===== src/design/mpqh_pkg.sv =====
`default_nettype none

package mpqh_pkg;

  // Character width actually folded (8..16); the character port stays 16 bits.
  localparam int unsigned CHAR_BITS   = 16;
  localparam int unsigned CHAR_PORT_W = 16;
  localparam int unsigned TYPE_W      = 3;

  localparam int unsigned TABLE_WORDS = 32'h500;
  localparam int unsigned TABLE_AW    = $clog2(TABLE_WORDS);
  localparam int unsigned ROW_WORDS   = 32'h100;
  localparam int unsigned ROW_SETS    = TABLE_WORDS / ROW_WORDS;

  localparam int unsigned HASH_W      = 32;

  localparam logic [HASH_W-1:0] SEED_ONE_INIT = 32'h7FED7FED;
  localparam logic [HASH_W-1:0] SEED_TWO_INIT = 32'hEEEEEEEE;

  // One classified item on its way from the front to the back.
  typedef struct packed {
    logic                 fold;
    logic                 last;
    logic [TABLE_AW-1:0]  idx;
    logic [CHAR_BITS-1:0] ch;
  } mpqh_op_t;

endpackage

`default_nettype wire


===== src/design/mpqh_front.sv =====
`default_nettype none

module mpqh_front (
  input  wire logic                                clk_i,
  input  wire logic                                rst_ni,
  input  wire logic                                push,
  output logic                                     full,
  input  wire logic [mpqh_pkg::CHAR_PORT_W-1:0]    character_i,
  input  wire logic [mpqh_pkg::TYPE_W-1:0]         hash_type_i,
  input  wire logic                                has_char_i,
  input  wire logic                                is_last_i,
  input  wire logic                                table_ready_i,
  input  wire logic                                q_full_i,
  output logic                                     q_push_o,
  output mpqh_pkg::mpqh_op_t                       q_op_o
);
  import mpqh_pkg::*;

  localparam int unsigned SUM_W = ((CHAR_BITS > 11) ? CHAR_BITS : 11) + 1;

  // x mod 5 for a 9-bit value: 16 is 1 mod 5, so the nibbles just add up
  function automatic logic [2:0] mod5(input logic [8:0] v);
    logic [4:0] t;
    t = 5'(v[8]) + 5'(v[7:4]) + 5'(v[3:0]);
    if (t >= 5'd20) t = t - 5'd20;
    if (t >= 5'd10) t = t - 5'd10;
    if (t >= 5'd5)  t = t - 5'd5;
    return t[2:0];
  endfunction

  logic                 ended_q, ended_d;
  logic [CHAR_BITS-1:0] ch;
  logic [SUM_W-1:0]     sum;
  logic [8:0]           upper;
  logic                 accept;

  assign full   = q_full_i || !table_ready_i;
  assign accept = push && !full;
  assign ch     = character_i[CHAR_BITS-1:0];

  always_comb begin
    sum   = (SUM_W'(hash_type_i) << 8) + SUM_W'(ch);
    upper = 9'(sum[SUM_W-1:8]);
  end

  always_comb begin
    q_op_o.fold = has_char_i && !ended_q && (ch != '0);
    q_op_o.last = is_last_i;
    q_op_o.idx  = {mod5(upper), sum[7:0]};
    q_op_o.ch   = ch;
    ended_d     = ended_q;
    if (accept) begin
      if (is_last_i) begin
        ended_d = 1'b0;
      end else if (has_char_i && (ch == '0)) begin
        ended_d = 1'b1;
      end
    end
  end

  assign q_push_o = accept;

  always_ff @(posedge clk_i or negedge rst_ni) begin
    if (!rst_ni) begin
      ended_q <= 1'b0;
    end else begin
      ended_q <= ended_d;
    end
  end

endmodule

`default_nettype wire


===== config.mk =====
export PLATFORM = sky130hd
export DESIGN_NAME = mpqh_front
export DESIGN_NICKNAME = d
export VERILOG_FILES = /design/src/design/mpqh_pkg.sv /design/src/design/mpqh_front.sv
export SDC_FILE = /design/constraint.sdc
export NUM_CORES = 1
export LEC_CHECK = 0
export BUFFER_PORTS_ARGS = -buffer_cell sky130_fd_sc_hd__buf_2
export CAP_MARGIN = 20
export CORE_MARGIN = 2
export CORE_UTILIZATION = 45
export DETAILED_ROUTE_END_ITERATION = 16
export GPL_TIMING_DRIVEN = 0
export HOLD_SLACK_MARGIN = 0.15
export PLACE_DENSITY = 0.81
export SLEW_MARGIN = 20
export SYNTH_ARGS = -nofsm -noshare
export SYNTH_HDL_FRONTEND = slang
export SYNTH_SLANG_ARGS = --single-unit
export TNS_END_PERCENT = 50

===== constraint.sdc =====
create_clock -name clk_i -period 4.6 [get_ports clk_i]
set_input_delay 0.23 -clock clk_i [delete_from_list [all_inputs] [get_ports clk_i]]
set_output_delay 0.23 -clock clk_i [all_outputs]
set_load 0.05 [all_outputs]

==> results.sh <==
export IMPL_status="complete, no violations"
export IMPL_p_per_area_nw_per_um2=444.3
export IMPL_wl_per_cell_microns=11.62
export IMPL_nets=224
export IMPL_place_inst=209
export IMPL_ys_seq_elements=1
export IMPL_fin_crit_ns=4.484
export IMPL_drive_gt1_share_pct=57.07
export IMPL_dp_slack_ns=-0.07190
export IMPL_synth_top_family_by_area="buffers and inverters"
export IMPL_required_ns=4.37
export IMPL_syn_inst=125
export IMPL_switchingPower_uw=373.9
export IMPL_syn_nets=163
export IMPL_path_cells="buf_2 -> ha_1 -> fa_2 -> a21oi_2 -> nor2b_1 -> xnor2_1 -> fa_2 -> inv_1 -> fa_1 -> buf_6 -> xor2_4 -> inv_4 -> ha_1 -> and2b_2 -> o31a_2 -> a211o_1 -> nand2b_1 -> a2bb2oi_1 -> buf_4"
export IMPL_grt_pass1_wl_microns=3636
export IMPL_ys_top_cells_by_area="buf_4, ha_1, fa_1"
export IMPL_wl_microns=2463
export IMPL_drv_slew=0
export IMPL_switching_share_pct=59.90
export IMPL_ir_drop_uv=376.3
export IMPL_yosys_warnings=0
export IMPL_critPathCaptureType="output port"
export IMPL_synthArstFlopShare_pct=100.0
export IMPL_num_rows=17
export IMPL_largest_reg_flops=1
export IMPL_crit_family="adder cells"
export IMPL_clock_latency_ns=0
export IMPL_yosys_area_share_simple_pct=21.89
export IMPL_tightest_slew_ns=0.4237
export IMPL_seqPwrFrac_pct=1.4
export IMPL_setup_viol=0
export IMPL_ys_seq_area_share_pct=2.460
export IMPL_antenna_found_initial=0
export IMPL_overflow=0
export IMPL_slew_headroom_pct=71.54
export IMPL_ys_types=48
export IMPL_final_cell_mix="buf_2, buf_4, ha_1"
export IMPL_port_buffers=56
export IMPL_reg_largest_list="ended_q (1)"
export IMPL_syn_avg_cell_area_sq_um=8.138
export IMPL_initial_core_util_pct=46.89
export IMPL_finClkSkew_ns=0
export IMPL_finalHoldViolCount=0
export IMPL_critical_path_class="input pin to output port"
export IMPL_synth_edff_count=0
export IMPL_grt_max_degree=11
export IMPL_fmax_mhz=223.0
export IMPL_max_stage_delay_ns=0.38
export IMPL_die_x_microns=51.55
export IMPL_grt_usage_pct=16.76
export IMPL_worstPathMaxFanout=8
export IMPL_finalCritPeriodShare_pct=97.48
export IMPL_final_cells=212
export IMPL_dieArea_sq_um=2657
export IMPL_yosys_area_top_type="buf_4"
export IMPL_die_y_microns=51.55
export IMPL_p_int_uw=250.4
export IMPL_synth_top_area_share_pct=19.19
export IMPL_syn_area_sq_um=1017
export IMPL_layout_commonest_cell="buf_2"
export IMPL_viasPerCell=4.986
export IMPL_leakage_uw=0.0007563
export IMPL_antenna_cells=0
export IMPL_worst_path_max_delay_cell="fa_1"
export IMPL_top_register="ended_q"
export IMPL_drc_errors=0
export IMPL_vias=1057
export IMPL_synth_fa_ha_area_share_pct=16.97
export IMPL_yosys_mux_area_fraction_pct=3.321
export IMPL_synth_xor_xnor_area_share_pct=8.733
export IMPL_ioPinCount=57
export IMPL_holdWs_ns=0.4290
export IMPL_post_dp_hpwl_microns=2122
export IMPL_areaGrowthSynthToFinish_pct=38.13
export IMPL_drv_cap=0
export IMPL_core_area_sq_um=2170
export IMPL_pwr_share_comb_pct=98.6
export IMPL_routabilityCongestion=0.7695
export IMPL_hold_path_class="input pin to flop"
export IMPL_path_clk_slew_ns=0
export IMPL_cp_buffers_inverters=5
export IMPL_drt_iter0_markers=14
export IMPL_synth_ff_type="dfrtp_1"
export IMPL_detail_route_first_pass_iterations=4
export IMPL_final_setup_worst_slack_ns=0.1158
export IMPL_placed_area_sq_um=1340
export IMPL_synth_compound_area_share_pct=21.65
export IMPL_crit_arrival_ns=4.25
export IMPL_antenna_left=0
export IMPL_grt_pass1_vias=949
export IMPL_cp_start_kind="input pin"
export IMPL_clkPwrFrac_pct=0
export IMPL_rsz0062_at_grt="false"
export IMPL_fin_area_sq_um=1405
## logic make-up (layout without fill, tap and decap cells)
| kind of cell | Yosys count | in the layout |
|---|---|---|
| compound gates | 28 | 28 |
| xor+xnor | 8 | 8 |
| fa+ha+maj | 12 | 12 |
| buf+inv | 37 | 96 |
| flops | 1 | 1 |
| mux | 2 | 2 |
| simple gates | 37 | 37 |
## layout make-up
cell class,count,area (sq um)
inverter,9,36.28
timing repair buffer,59,316.6
sequential,1,25.02
buffer,28,217.7
fill,217,764.5
tap,28,35.03
multi-input combinational,87,774.5
## cell usage after synthesis (all sizes together), types with 2 or more instances
| cell type | instances |
|---|---|
| nand2b | 2 |
| o21ai | 6 |
| fa | 3 |
| nor3 | 4 |
| inv | 9 |
| ha | 9 |
| nor2b | 2 |
| xnor2 | 2 |
| and2 | 2 |
| nand4 | 2 |
| a21o | 4 |
| buf | 28 |
| nand2 | 4 |
| xor2 | 6 |
| nand3 | 3 |
| nor4 | 5 |
| a21oi | 5 |
| nor2 | 6 |
| nor3b | 2 |
| a211o | 2 |
## metal layers
metal  track usage, %  wire length (microns)  share of wire (%)
met4            1.316                     16               0.65
met5                0                      0                  0
met2            36.75                   1335                 54
met1            17.47                    963                 39
met3           0.8621                    149                6.0
## per-stage QoR
| step | utilization (%) | power (uW) | setup TNS (ns) |
|---|---|---|---|
| 2_1_floorplan | - | 465.5 | -0.02087 |
| 3_3_place_gp | 61.76 | 543.3 | 0 |
| 3_5_place_dp | 61.76 | 567.9 | -0.1381 |
| 4_1_cts | 62.63 | 582.8 | 0 |
| 5_1_grt | 64.76 | 663.9 | 0 |
| 6_report | 64.76 | 624.3 | 0 |
## power by group through the flow
stage	sequential [uW]	clock (uW)	combinational (uW)
2_1_floorplan	8.96	0	456
3_3_place_gp	8.96	0	534
3_5_place_dp	8.96	0	559
4_1_cts	8.96	0	574
5_1_grt	8.96	0	655
6_report	8.96	0	615
## worst paths after layout
check	depth (start not counted)	from	slack, ns	to
max	19	character_i[8]	0.12	q_op_o[24]
min	2	is_last_i	0.43	ended_q$_DFFE_PN0P_
max reg2reg	2	ended_q$_DFFE_PN0P_	3.91	ended_q$_DFFE_PN0P_
min reg2reg	2	ended_q$_DFFE_PN0P_	0.54	ended_q$_DFFE_PN0P_
max in group asynchronous	2	rst_ni	3.98	ended_q$_DFFE_PN0P_
min in group asynchronous	2	rst_ni	0.54	ended_q$_DFFE_PN0P_
## worst register-to-register path: cells and delay by family, from the launching register on
family,cells,cell delay (ns)
flip-flops,1,0.36
AO/OA/AOI/OAI,2,0.20
## what timing repair did
| item | in CTS | in global routing |
|---|---|---|
| pin swaps | 0 | 5 |
| hold buffers | 1 | 0 |
| endpoints found under the hold margin | 1 | 0 |
| gates resized for setup | 3 | 8 |
| setup buffers | 0 | 2 |
| setup endpoints to repair | 3 | 3 |
Note: power is estimated with default switching activity, not from simulation.
