File: src/design/mpqh_pkg.sv
`default_nettype none

package mpqh_pkg;

  // Character width actually folded (8..16); the character port stays 16 bits.
  localparam int unsigned CHAR_BITS   = 16;
  localparam int unsigned CHAR_PORT_W = 16;
  localparam int unsigned TYPE_W      = 3;

  localparam int unsigned TABLE_WORDS = 32'h500;
  localparam int unsigned TABLE_AW    = $clog2(TABLE_WORDS);
  localparam int unsigned ROW_WORDS   = 32'h100;
  localparam int unsigned ROW_SETS    = TABLE_WORDS / ROW_WORDS;

  localparam int unsigned HASH_W      = 32;

  localparam logic [HASH_W-1:0] SEED_ONE_INIT = 32'h7FED7FED;
  localparam logic [HASH_W-1:0] SEED_TWO_INIT = 32'hEEEEEEEE;

  // One classified item on its way from the front to the back.
  typedef struct packed {
    logic                 fold;
    logic                 last;
    logic [TABLE_AW-1:0]  idx;
    logic [CHAR_BITS-1:0] ch;
  } mpqh_op_t;

endpackage

`default_nettype wire

File: src/design/mpqh_queue.sv
`default_nettype none

module mpqh_queue (
  input  wire logic                clk_i,
  input  wire logic                rst_ni,
  input  wire logic                push_i,
  input  wire mpqh_pkg::mpqh_op_t  data_i,
  output logic                     full_o,
  input  wire logic                pop_i,
  output mpqh_pkg::mpqh_op_t       data_o,
  output logic                     valid_o
);
  import mpqh_pkg::*;

  mpqh_op_t   mem_q [2];
  logic       wr_q, rd_q;
  logic [1:0] cnt_q;
  logic       do_push, do_pop;

  assign full_o  = (cnt_q == 2'd2);
  assign valid_o = (cnt_q != 2'd0);
  assign data_o  = mem_q[rd_q];
  assign do_push = push_i && !full_o;
  assign do_pop  = pop_i && valid_o;

  always_ff @(posedge clk_i or negedge rst_ni) begin
    if (!rst_ni) begin
      wr_q  <= 1'b0;
      rd_q  <= 1'b0;
      cnt_q <= 2'd0;
    end else begin
      if (do_push) wr_q <= ~wr_q;
      if (do_pop)  rd_q <= ~rd_q;
      cnt_q <= cnt_q + 2'(do_push) - 2'(do_pop);
    end
  end

  always_ff @(posedge clk_i) begin
    if (do_push) begin
      mem_q[wr_q] <= data_i;
    end
  end

endmodule

`default_nettype wire

File: config.mk
export PLATFORM = sky130hd
export DESIGN_NAME = mpqh_queue
export DESIGN_NICKNAME = d
export VERILOG_FILES = /design/src/design/mpqh_pkg.sv /design/src/design/mpqh_queue.sv
export SDC_FILE = /design/constraint.sdc
export NUM_CORES = 1
export LEC_CHECK = 0
export BUFFER_PORTS_ARGS = -buffer_cell sky130_fd_sc_hd__buf_2
export CAP_MARGIN = 20
export CORE_ASPECT_RATIO = 1.75
export CORE_UTILIZATION = 50
export DETAILED_ROUTE_END_ITERATION = 16
export PLACE_DENSITY = 0.77
export RECOVER_POWER = 50
export SETUP_SLACK_MARGIN = 0.2
export SLEW_MARGIN = 25
export SYNTH_ARGS = -nofsm -noshare
export SYNTH_HDL_FRONTEND = slang
export SYNTH_SLANG_ARGS = --single-unit
File: constraint.sdc
create_clock -name clk_i -period 3 [get_ports clk_i]
set_input_delay 0.3 -clock clk_i [delete_from_list [all_inputs] [get_ports clk_i]]
set_output_delay 0.3 -clock clk_i [all_outputs]
set_load 0.01 [all_outputs]
==> impl_metrics.yaml, run 1 <==
power_and_ir_drop:
  internal-power_w: 0.00204
  comb_power_share: 0.294
  p_total_w: 0.00285
  p_leak_nw: 1.08
  clock_power_share: 0.267
  p_seq_frac: 0.438
  netSwitchingPower_w: 0.000809
  power_density_mw_per_mm2: 993
  peakVddDrop_uv: 1070
  p_sw_frac: 0.284
global_route:
  grt_pass1_vias: 1241
  grt_start_max_net_pins: 30
  grt_pass1_wl_mm: 5.52
  grt.total_usage: 0.171
  grt_overflow_total: 0
  antenna_found_initial: 0
sta:
  finalSetupTns_ns: 0
  slew_headroom: -0.0819
  period_share: 0.756
  hold_viol: 0
  setup_violations: 0
  setup_slack_ns: 0.732
  post-route-min-period_ns: 2.27
  fmax_ghz: 0.441
  final_max_slew_viol_count: 30
  fin_skew_ns: 0.00506
  rsz0062_at_grt: "no"
  worstMarginPinSlew_ns: 1.62
floorplan:
  core-area_sq_mm: 0.00440
  die_w_um: 53.2
  initial_utilization: 0.521
  die_h_um: 91.6
  die_area_sq_mm: 0.00488
  io_pins: 64
  rows: 32
synth:
  yosysTopAreaCell: "edfxtp_1"
  netlist_top_cells_area: "edfxtp_1, mux2_2, dfrtp_1"
  synth_mux_area_frac: 0.142
  ys_ff_latch: 62
  synth_top_family_by_area: "multiplexers"
  syn_area_per_cell_sq_um: 21.3
  yosysWarnings: 0
  netlist_area_sq_mm: 0.00230
  postSynthCellCount: 108
  synth_compound_area_frac: 0
  synth_top_cell_area_share: 0.759
  synth_fa_ha_area_frac: 0.0109
  synth-simple-area-share: 0.0163
  ys_seq_area_frac: 0.802
  synth_cell_type_count: 14
  syn_nets: 143
  synthXorXnorAreaFrac: 0.0153
worst_setup_path:
  start_kind: "flop"
  path_max_fanout: 29
  crit_arrival_ns: 2.20
  worstPathRequired_ns: 2.93
  critPathCaptureType: "flop"
  criticalPathCategory: "flop to flop"
finish:
  drive_above_1_share: 0.500
  design_area_sq_mm: 0.00287
  fillers: 347
  fin_nets: 218
  area_growth_pct: 25.1
  final_cells: 239
  antenna_cells: 0
cts:
  cts_buffers: 9
  post-cts-setup-buffers: 0
  clock_sinks: 62
  cts.repair.resized: 0
  clock_path_buffers: 2
  ctsHoldBuffers: 1
  insertion_delay_ns: 0.33
  clk_pin_slew_ns: 0.07
  cts-root-buf: "clkbuf_8"
  cts_htree_levels: 3
  cts_tree: "done"
place:
  pre_cts_slack_ns: 1.29
  dpl.hpwl_mm: 2.49
  dp_cells: 222
  gp_congestion: 0.670
  port_buffers: 63
  placed_cell_area_sq_mm: 0.00268
routing:
  drc: 0
  wl_per_cell_um: 15.7
  viasPerCell: 5.01
  vias: 1197
  drtIter0Drc: 25
  ant_nets: 0
  drt_wl_total_mm: 3.75
  drtPass1Iterations: 4
outcome:
  outcome: "complete, but fails checks"
  violations: "capacitance limit, slew limit"
min_path:
  hold_path_class: "input port to flop"
run:
  cap_viol_max_count: 1
==> metrics by stage <==
| step | hold slack, ns | util |
|---|---|---|
| floorplan | 0.00441 | - |
| global placement | 0.104 | 0.608 |
| detailed placement | 0.108 | 0.608 |
| CTS | 0.130 | 0.659 |
| global route | 0.136 | 0.652 |
| finish | 0.156 | 0.652 |
==> worst max-delay path, cell delays in order, from the launching register on <==
cell and delay [ns]:
dfrtp_1 0.37, nand2b_1 0.16, and3_1 0.16, clkbuf_1 1.17
==> synth_stat cells <==
| cell | instances |
|---|---|
| and2_4 | 1 |
| and3_1 | 1 |
| buf_4 | 3 |
| dfrtp_1 | 4 |
| edfxtp_1 | 58 |
| ha_1 | 2 |
| inv_1 | 2 |
| mux2_2 | 29 |
| nand2_1 | 1 |
| nand2b_1 | 1 |
| nor2_1 | 1 |
| or2_4 | 1 |
| xnor2_1 | 3 |
| xor2_1 | 1 |
==> flip-flops by register name, indices dropped and copies added (netlist names) <==
register  cells
mem_q        58
cnt_q         2
wr_q          1
rd_q          1
==> cells in the final DEF (no fill, tap or decap), drive strengths merged, types with 2 or more instances in the layout <==
cell      netlist  routed
buf             3      48
clkinvlp        0       2
ha              2       2
clkinv          0       3
xnor2           3       3
bufinv          0       2
mux2           29      29
dfrtp           4       4
clkbuf          0      27
edfxtp         58      58
inv             2       2
==> cell type report <==
class	count	area [sq um]	area share
clock buffer	9	124	0.0431
clock inverter	7	88.8	0.0309
inverter	2	7.51	0.00261
multi-input combinational	41	424	0.148
sequential	62	1840	0.641
tap	51	63.8	0.0222
timing repair buffer	67	323	0.112
==> cells by family after synthesis <==
group,count (synthesis)
buf+inv,5
xor+xnor,4
simple gates,6
fa+ha+maj,2
flops,62
mux,29
==> final timing paths <==
kind,cells past startpoint,from,to,slack (ns)
worst max-delay path,3,cnt_q[0],mem_q[1][17],0.73
worst min-delay path,1,data_i[25],mem_q[1][25],0.16
worst max register to register,3,cnt_q[0],mem_q[1][17],0.73
worst min register to register,1,rd_q,rd_q,0.47
max in group asynchronous,2,rst_ni,wr_q,2.49
min in group asynchronous,2,rst_ni,cnt_q[0],0.33
==> layer usage <==
metal  GRT usage  vias up  part of all wire
met5           0        -                 0
met4      0.0921        0             0.021
met3      0.0663        7             0.069
met2       0.295       55              0.56
met1       0.163      568              0.35
li1            -      567                 -
==> power by group through the flow <==
stage | combinational, W | clock, W | sequential [W]
after floorplan | 0.000577 | 0 | 0.00125
after global placement | 0.000838 | 0 | 0.00125
after detailed placement | 0.000862 | 0 | 0.00127
after CTS | 0.000870 | 0.000790 | 0.00125
after global routing | 0.000918 | 0.000810 | 0.00127
final | 0.000840 | 0.000763 | 0.00125
No activity file was read; power rests on OpenSTA's default activity.
==> run 2: changes to the inputs <==
--- a/config.mk
+++ b/config.mk
@@ -5,6 +5,7 @@
 export SDC_FILE = /design/constraint.sdc
 export NUM_CORES = 1
 export LEC_CHECK = 0
+export ABC_AREA = 1
 export BUFFER_PORTS_ARGS = -buffer_cell sky130_fd_sc_hd__buf_2
 export CAP_MARGIN = 20
 export CORE_ASPECT_RATIO = 1.75
==> constraint.sdc (replaced) <==
create_clock -name clk_i -period 2.3 [get_ports clk_i]
set_input_delay 0.23 -clock clk_i [delete_from_list [all_inputs] [get_ports clk_i]]
set_output_delay 0.23 -clock clk_i [all_outputs]
set_load 0.01 [all_outputs]
==> run 2 against run 1 <==
- the run now ends clean
- cell count increased by 31%
- core utilization increased by 0.93 points
- critical path type unchanged
- largest power group unchanged
- register-to-register slack got worse by 0.13 ns
- final area increased by 2.4%
- routed wire length increased by 1.7%
- die area increased by 1.4%
- fmax increased by 34%
- flip-flop and latch count unchanged
- area after synthesis increased by 1.4%
- clock power increased by 44%
- highest routed layer unchanged
- combinational power increased by 42%
==> impl_metrics.yaml, run 2 <==
outcome:
  outcome: "finished clean"
power_and_ir_drop:
  netSwitchingPower_w: 0.00123
  power_density_mw_per_mm2: 1320
  p_leak_nw: 1.31
  p_seq_frac: 0.414
  internal-power_w: 0.00266
  comb_power_share: 0.305
  peakVddDrop_uv: 948
  clock_power_share: 0.282
  p_sw_frac: 0.317
routing:
  wirelength_met1_mm: 1.36
  drt_wl_total_mm: 3.82
  vias: 1493
  dr.max_layer_used: "met4"
  drc: 0
  viasPerCell: 4.79
  drtIter0Drc: 52
  drtPass1Iterations: 4
  wl_met2_mm: 2.18
  ant_nets: 0
  met3WireLength_um: 162
  wl_per_cell_um: 12.2
cts:
  insertion_delay_ns: 0.32
  cts-root-buf: "clkbuf_8"
  clock_sinks: 62
  cts_buffers: 9
  clock_path_buffers: 2
  cts_tree: "done"
  cts_htree_levels: 3
  clk_pin_slew_ns: 0.07
  cts.repair.resized: 0
finish:
  final_common_cell: "nand2_1"
  drive_above_1_share: 0.264
  antenna_cells: 0
  area_growth_pct: 26.3
  reg_top3: "mem_q x58, cnt_q x2"
  regMostFlops: "mem_q"
  layout_common_cells: "nand2_1, edfxtp_1, buf_2"
  fin_nets: 291
  design_area_sq_mm: 0.00294
  largest_register_ffs: 58
worst_setup_path:
  start_kind: "flop"
  critPathCaptureType: "flop"
  rr_worst_depth: 4
  crit_start: "cnt_q[1]"
  worstPathRequired_ns: 2.25
  reg2reg_to: "mem_q[1][17]"
  reg2reg_slack_ns: 0.61
  endpoint: "mem_q[1][17]"
  crit-reg2reg-launch: "cnt_q[1]"
  crit_arrival_ns: 1.64
  path_max_fanout: 29
  criticalPathCategory: "flop to flop"
sta:
  fin_skew_ns: 0.00569
  worstMarginPinSlew_ns: 0.767
  rsz0062_at_grt: "no"
  slew_headroom: 0.488
  period_share: 0.737
  fmax_ghz: 0.590
  setup_violations: 0
  final_max_slew_viol_count: 0
  finalSetupTns_ns: 0
  post-route-min-period_ns: 1.69
  hold_viol: 0
global_route:
  grt.total_usage: 0.179
  grt_start_max_net_pins: 31
  grt_overflow_total: 0
  antenna_found_initial: 0
  grt_pass1_vias: 1432
  grt_pass1_wl_mm: 5.92
synth:
  yosysWarnings: 0
  postSynthCellCount: 184
  synth_cell_type_count: 9
  ys.flop_type: "edfxtp_1"
  netlist_area_sq_mm: 0.00233
  yosysTopAreaCell: "edfxtp_1"
  ys_seq_area_frac: 0.791
  netlist_top_cells_area: "edfxtp_1, nand2_1, dfrtp_1"
  synth.most_common_cell: "nand2_1"
  synth-edff-count: 58
  syn_area_per_cell_sq_um: 12.7
  ys_ff_latch: 62
  syn_nets: 219
  async_reset_ff_frac: 0.0645
  yosys-top-cells-count: "nand2_1, edfxtp_1, inv_1, buf_2, dfrtp_1"
  synth_top_cell_area_share: 0.748
floorplan:
  initial_utilization: 0.524
  die_h_um: 92.3
  die_area_sq_mm: 0.00494
  rows: 32
  die_w_um: 53.6
  io_pins: 64
  core-area_sq_mm: 0.00444
place:
  gp_congestion: 0.768
  placed_cell_area_sq_mm: 0.00272
  dpl.hpwl_mm: 2.56
  port_buffers: 63
run:
  cap_viol_max_count: 0
min_path:
  hold_depth: 1
  hold_path_class: "input port to flop"
run 2: cell types whose count changed in the layout (fill, tap and decap cells not counted), sizes merged, moves of 2 or more:
cell and change:
nand2 +99, mux2 -29, inv +8, nand3 +3
xnor2 -3, buf +2, clkbuf -2
run 2: timing repair:
| action | in CTS | in global routing |
|---|---|---|
| hold buffers | 1 | 0 |
| endpoints found under the hold margin | 4 | 0 |
| setup buffers | 0 | 0 |
run 2: cell type report:
class	count	area (sq um)
Multi-Input combinational cell	106	422
Fill cell	350	1500
Inverter	10	37.5
Clock inverter	7	113
Timing Repair Buffer	67	339
Clock buffer	9	124
Tap cell	51	63.8
Sequential cell	62	1840
run 2: power groups by stage:
stage	Sequential, W	Clock [W]	Combinational (W)
floorplan	0.00163	0	0.000741
global placement	0.00162	0	0.00118
detailed placement	0.00163	0	0.00121
CTS	0.00161	0.00111	0.00122
global route	0.00163	0.00116	0.00135
finish	0.00161	0.00110	0.00119
run 2: metrics by stage:
| step | hold WS, ns | setup slack (ns) | total power, W | util | instances |
|---|---|---|---|---|---|
| after detailed placement | 0.0451 | 0.888 | 0.00284 | 0.611 | 295 |
| after CTS | 0.0770 | 0.588 | 0.00394 | 0.666 | 312 |
| final | 0.0938 | 0.606 | 0.00389 | 0.662 | 312 |
| after global placement | 0.0431 | 0.929 | 0.00281 | 0.611 | 295 |
| after floorplan | -0.0656 | 0.571 | 0.00237 | - | 184 |
| after global routing | 0.0804 | 0.493 | 0.00414 | 0.662 | 312 |
run 2: worst min path at each step:
stage          startpoint     endpoint  slack, ns
2_1_floorplan      rst_ni     cnt_q[0]      -0.07
3_5_place_dp       rst_ni         rd_q       0.05
6_report        data_i[3]  mem_q[1][3]       0.09
3_3_place_gp       rst_ni         rd_q       0.04
5_1_grt         data_i[1]  mem_q[1][1]       0.08
4_1_cts         data_i[3]  mem_q[1][3]       0.08
run 2: cell families (layout without fill, tap and decap cells):
logic type,count (synthesis),after routing,share of synthesized area
adder cells (fa/ha/maj),2,2,0.0107
buffers and inverters,16,93,0.0290
flip-flops,62,62,0.791
AND/OR/NAND/NOR,104,104,0.169
run 2: critical path, stage by stage (launching register included):
cell and delay, ns:
dfrtp_1 0.39, nand2_1 0.11, nand2_1 0.11, nor2_2 0.10, clkbuf_2 0.61
run 2: layer usage:
metal / vias to the layer above / track usage
met5: - / 0
met4: 0 / 0.169
met3: 10 / 0.0415
met2: 46 / 0.292
met1: 685 / 0.173
li1: 752 / -
==> run 3: changes to the inputs <==
==> constraint.sdc (replaced) <==
create_clock -name clk_i -period 1.7 [get_ports clk_i]
set_input_delay 0.17 -clock clk_i [delete_from_list [all_inputs] [get_ports clk_i]]
set_output_delay 0.17 -clock clk_i [all_outputs]
set_load 0.01 [all_outputs]
==> run 3 against run 2 <==
- core utilization barely moved
- register-to-register slack got worse by 0.37 ns
- final area barely moved
- sequential power rose by 37%
- cell count is 0.96% higher
- worst setup slack worse by 0.39 ns
- count of clock-buffer cells in the layout unchanged
- critical path depth stayed put
==> impl_metrics.yaml, run 3 (synthesis results as in run 2) <==
floorplan:
  io_pins: 64
  rows: 32
  initial_utilization: 0.524
  die_w_um: 53.6
  die_area_sq_mm: 0.00494
  die_h_um: 92.3
  core-area_sq_mm: 0.00444
global_route:
  grt.total_usage: 0.177
  grt_pass1_vias: 1426
  grt_start_max_net_pins: 31
  grt_overflow_total: 0
  antenna_found_initial: 0
  grt_pass1_wl_mm: 5.89
sta:
  finalSetupTns_ns: 0
  rsz0062_at_grt: "yes"
  post-route-min-period_ns: 1.48
  whs_ns: 0.0267
  setup_violations: 0
  fin_skew_ns: 0.00630
  hold_viol: 0
  period_share: 0.873
  worstMarginPinSlew_ns: 0.384
  fmax_ghz: 0.673
  slew_headroom: 0.744
  final_max_slew_viol_count: 0
cts:
  clk_pin_slew_ns: 0.07
  clock_path_buffers: 2
  clock_sinks: 62
  cts_htree_levels: 3
  cts_buffers: 9
  cts-root-buf: "clkbuf_8"
  cts_tree: "done"
  insertion_delay_ns: 0.33
worst_setup_path:
  start_kind: "flop"
  critPathCaptureType: "primary output"
  rr_worst_depth: 10
  worst-path-stages: 4
  path_cells: "buf_12 > nand2_1 > nand2_1 > buf_2"
  worstPathRequired_ns: 1.53
  criticalPathCategory: "flop to primary output"
  max_stage_delay_ns: 0.49
  crit_slowest_cell: "dfrtp_1"
  cp_common_cell: "nand2_1"
  timing.critical_path.buf_inv: 2
  crit_family: "flip-flops"
  crit_arrival_ns: 1.31
  path_max_fanout: 30
finish:
  layout_common_cells: "nand2_1, edfxtp_1, buf_2"
  drive_above_1_share: 0.261
  reg_top3: "mem_q x58, cnt_q x2"
  fin_nets: 295
  final_common_cell: "nand2_1"
  largest_register_ffs: 58
  area_growth_pct: 26.2
  regMostFlops: "mem_q"
  antenna_cells: 0
run:
  cap_viol_max_count: 0
routing:
  wl_per_cell_um: 12.1
  drt_wl_total_mm: 3.81
  drtPass1Iterations: 4
  viasPerCell: 4.76
  drtIter0Drc: 23
  ant_nets: 0
  drc: 0
  vias: 1500
place:
  gp_congestion: 0.767
  port_buffers: 63
  dpl.hpwl_mm: 2.64
min_path:
  hold_path_class: "input port to flop"
  hold_depth: 1
power_and_ir_drop:
  peakVddDrop_uv: 1640
  power_density_mw_per_mm2: 1710
  p_leak_nw: 1.30
outcome:
  outcome: "finished clean"
## run 3: final cells by class
| cell class | instances | area [sq um] |
|---|---|---|
| well taps | 51 | 63.8 |
| fillers | 332 | 1510 |
| flip-flops and latches | 62 | 1840 |
| repair buffers | 71 | 380 |
| multi-input cells | 106 | 427 |
| inverters | 10 | 48.8 |
| clock buffers | 9 | 124 |
| clock inverters | 6 | 53.8 |
## run 3: power breakdown
group	total, W	internal (W)	switching (W)
clock	0.00113	0.000649	0.000482
combinational	0.00171	0.000627	0.00108
sequential	0.00220	0.00209	0.000108
total	0.00504	0.00337	0.00167
## run 3: timing repair
item                                   CTS  global route
hold buffers                             1             0
buffers inserted                         0             3
endpoints found under the hold margin    4             0
resized for setup                        2             6
setup endpoints to repair               29            47
## run 3: worst paths after layout
check	from	to	slack, ns
max	rd_q	data_o[7]	0.22
min	data_i[8]	mem_q[0][8]	0.03
max reg2reg	cnt_q[1]	cnt_q[1]	0.24
min reg2reg	wr_q	wr_q	0.49
max in group asynchronous	rst_ni	rd_q	1.31
min in group asynchronous	rst_ni	cnt_q[0]	0.20
## run 3: worst register-to-register path, cell delays in order (launching register included)
cell and delay (ns):
dfrtp_1 0.40, inv_1 0.08, nand2_1 0.08, nand2_1 0.10, inv_1 0.05, ha_1 0.28
inv_1 0.06, ha_1 0.15, inv_1 0.04, nand2_1 0.05, nand2_1 0.05
## run 3: through the flow
| step | power [W] | utilization | area, sq um | setup WS, ns | std cells |
|---|---|---|---|---|---|
| after floorplan | 0.00321 | - | 2340 | 0.272 | 184 |
| after global placement | 0.00384 | 0.617 | 2740 | 0.353 | 296 |
| after detailed placement | 0.00389 | 0.617 | 2740 | 0.272 | 296 |
| after CTS | 0.00505 | 0.661 | 2940 | 0.202 | 312 |
| after global routing | 0.00536 | 0.661 | 2940 | 0.128 | 315 |
| final | 0.00504 | 0.661 | 2940 | 0.215 | 315 |
## run 3: layer usage
layer	routed length [um]	GRT usage
met5	0	0
met2	2140	0.297
met1	1270	0.161
met3	214	0.0614
met4	193	0.140
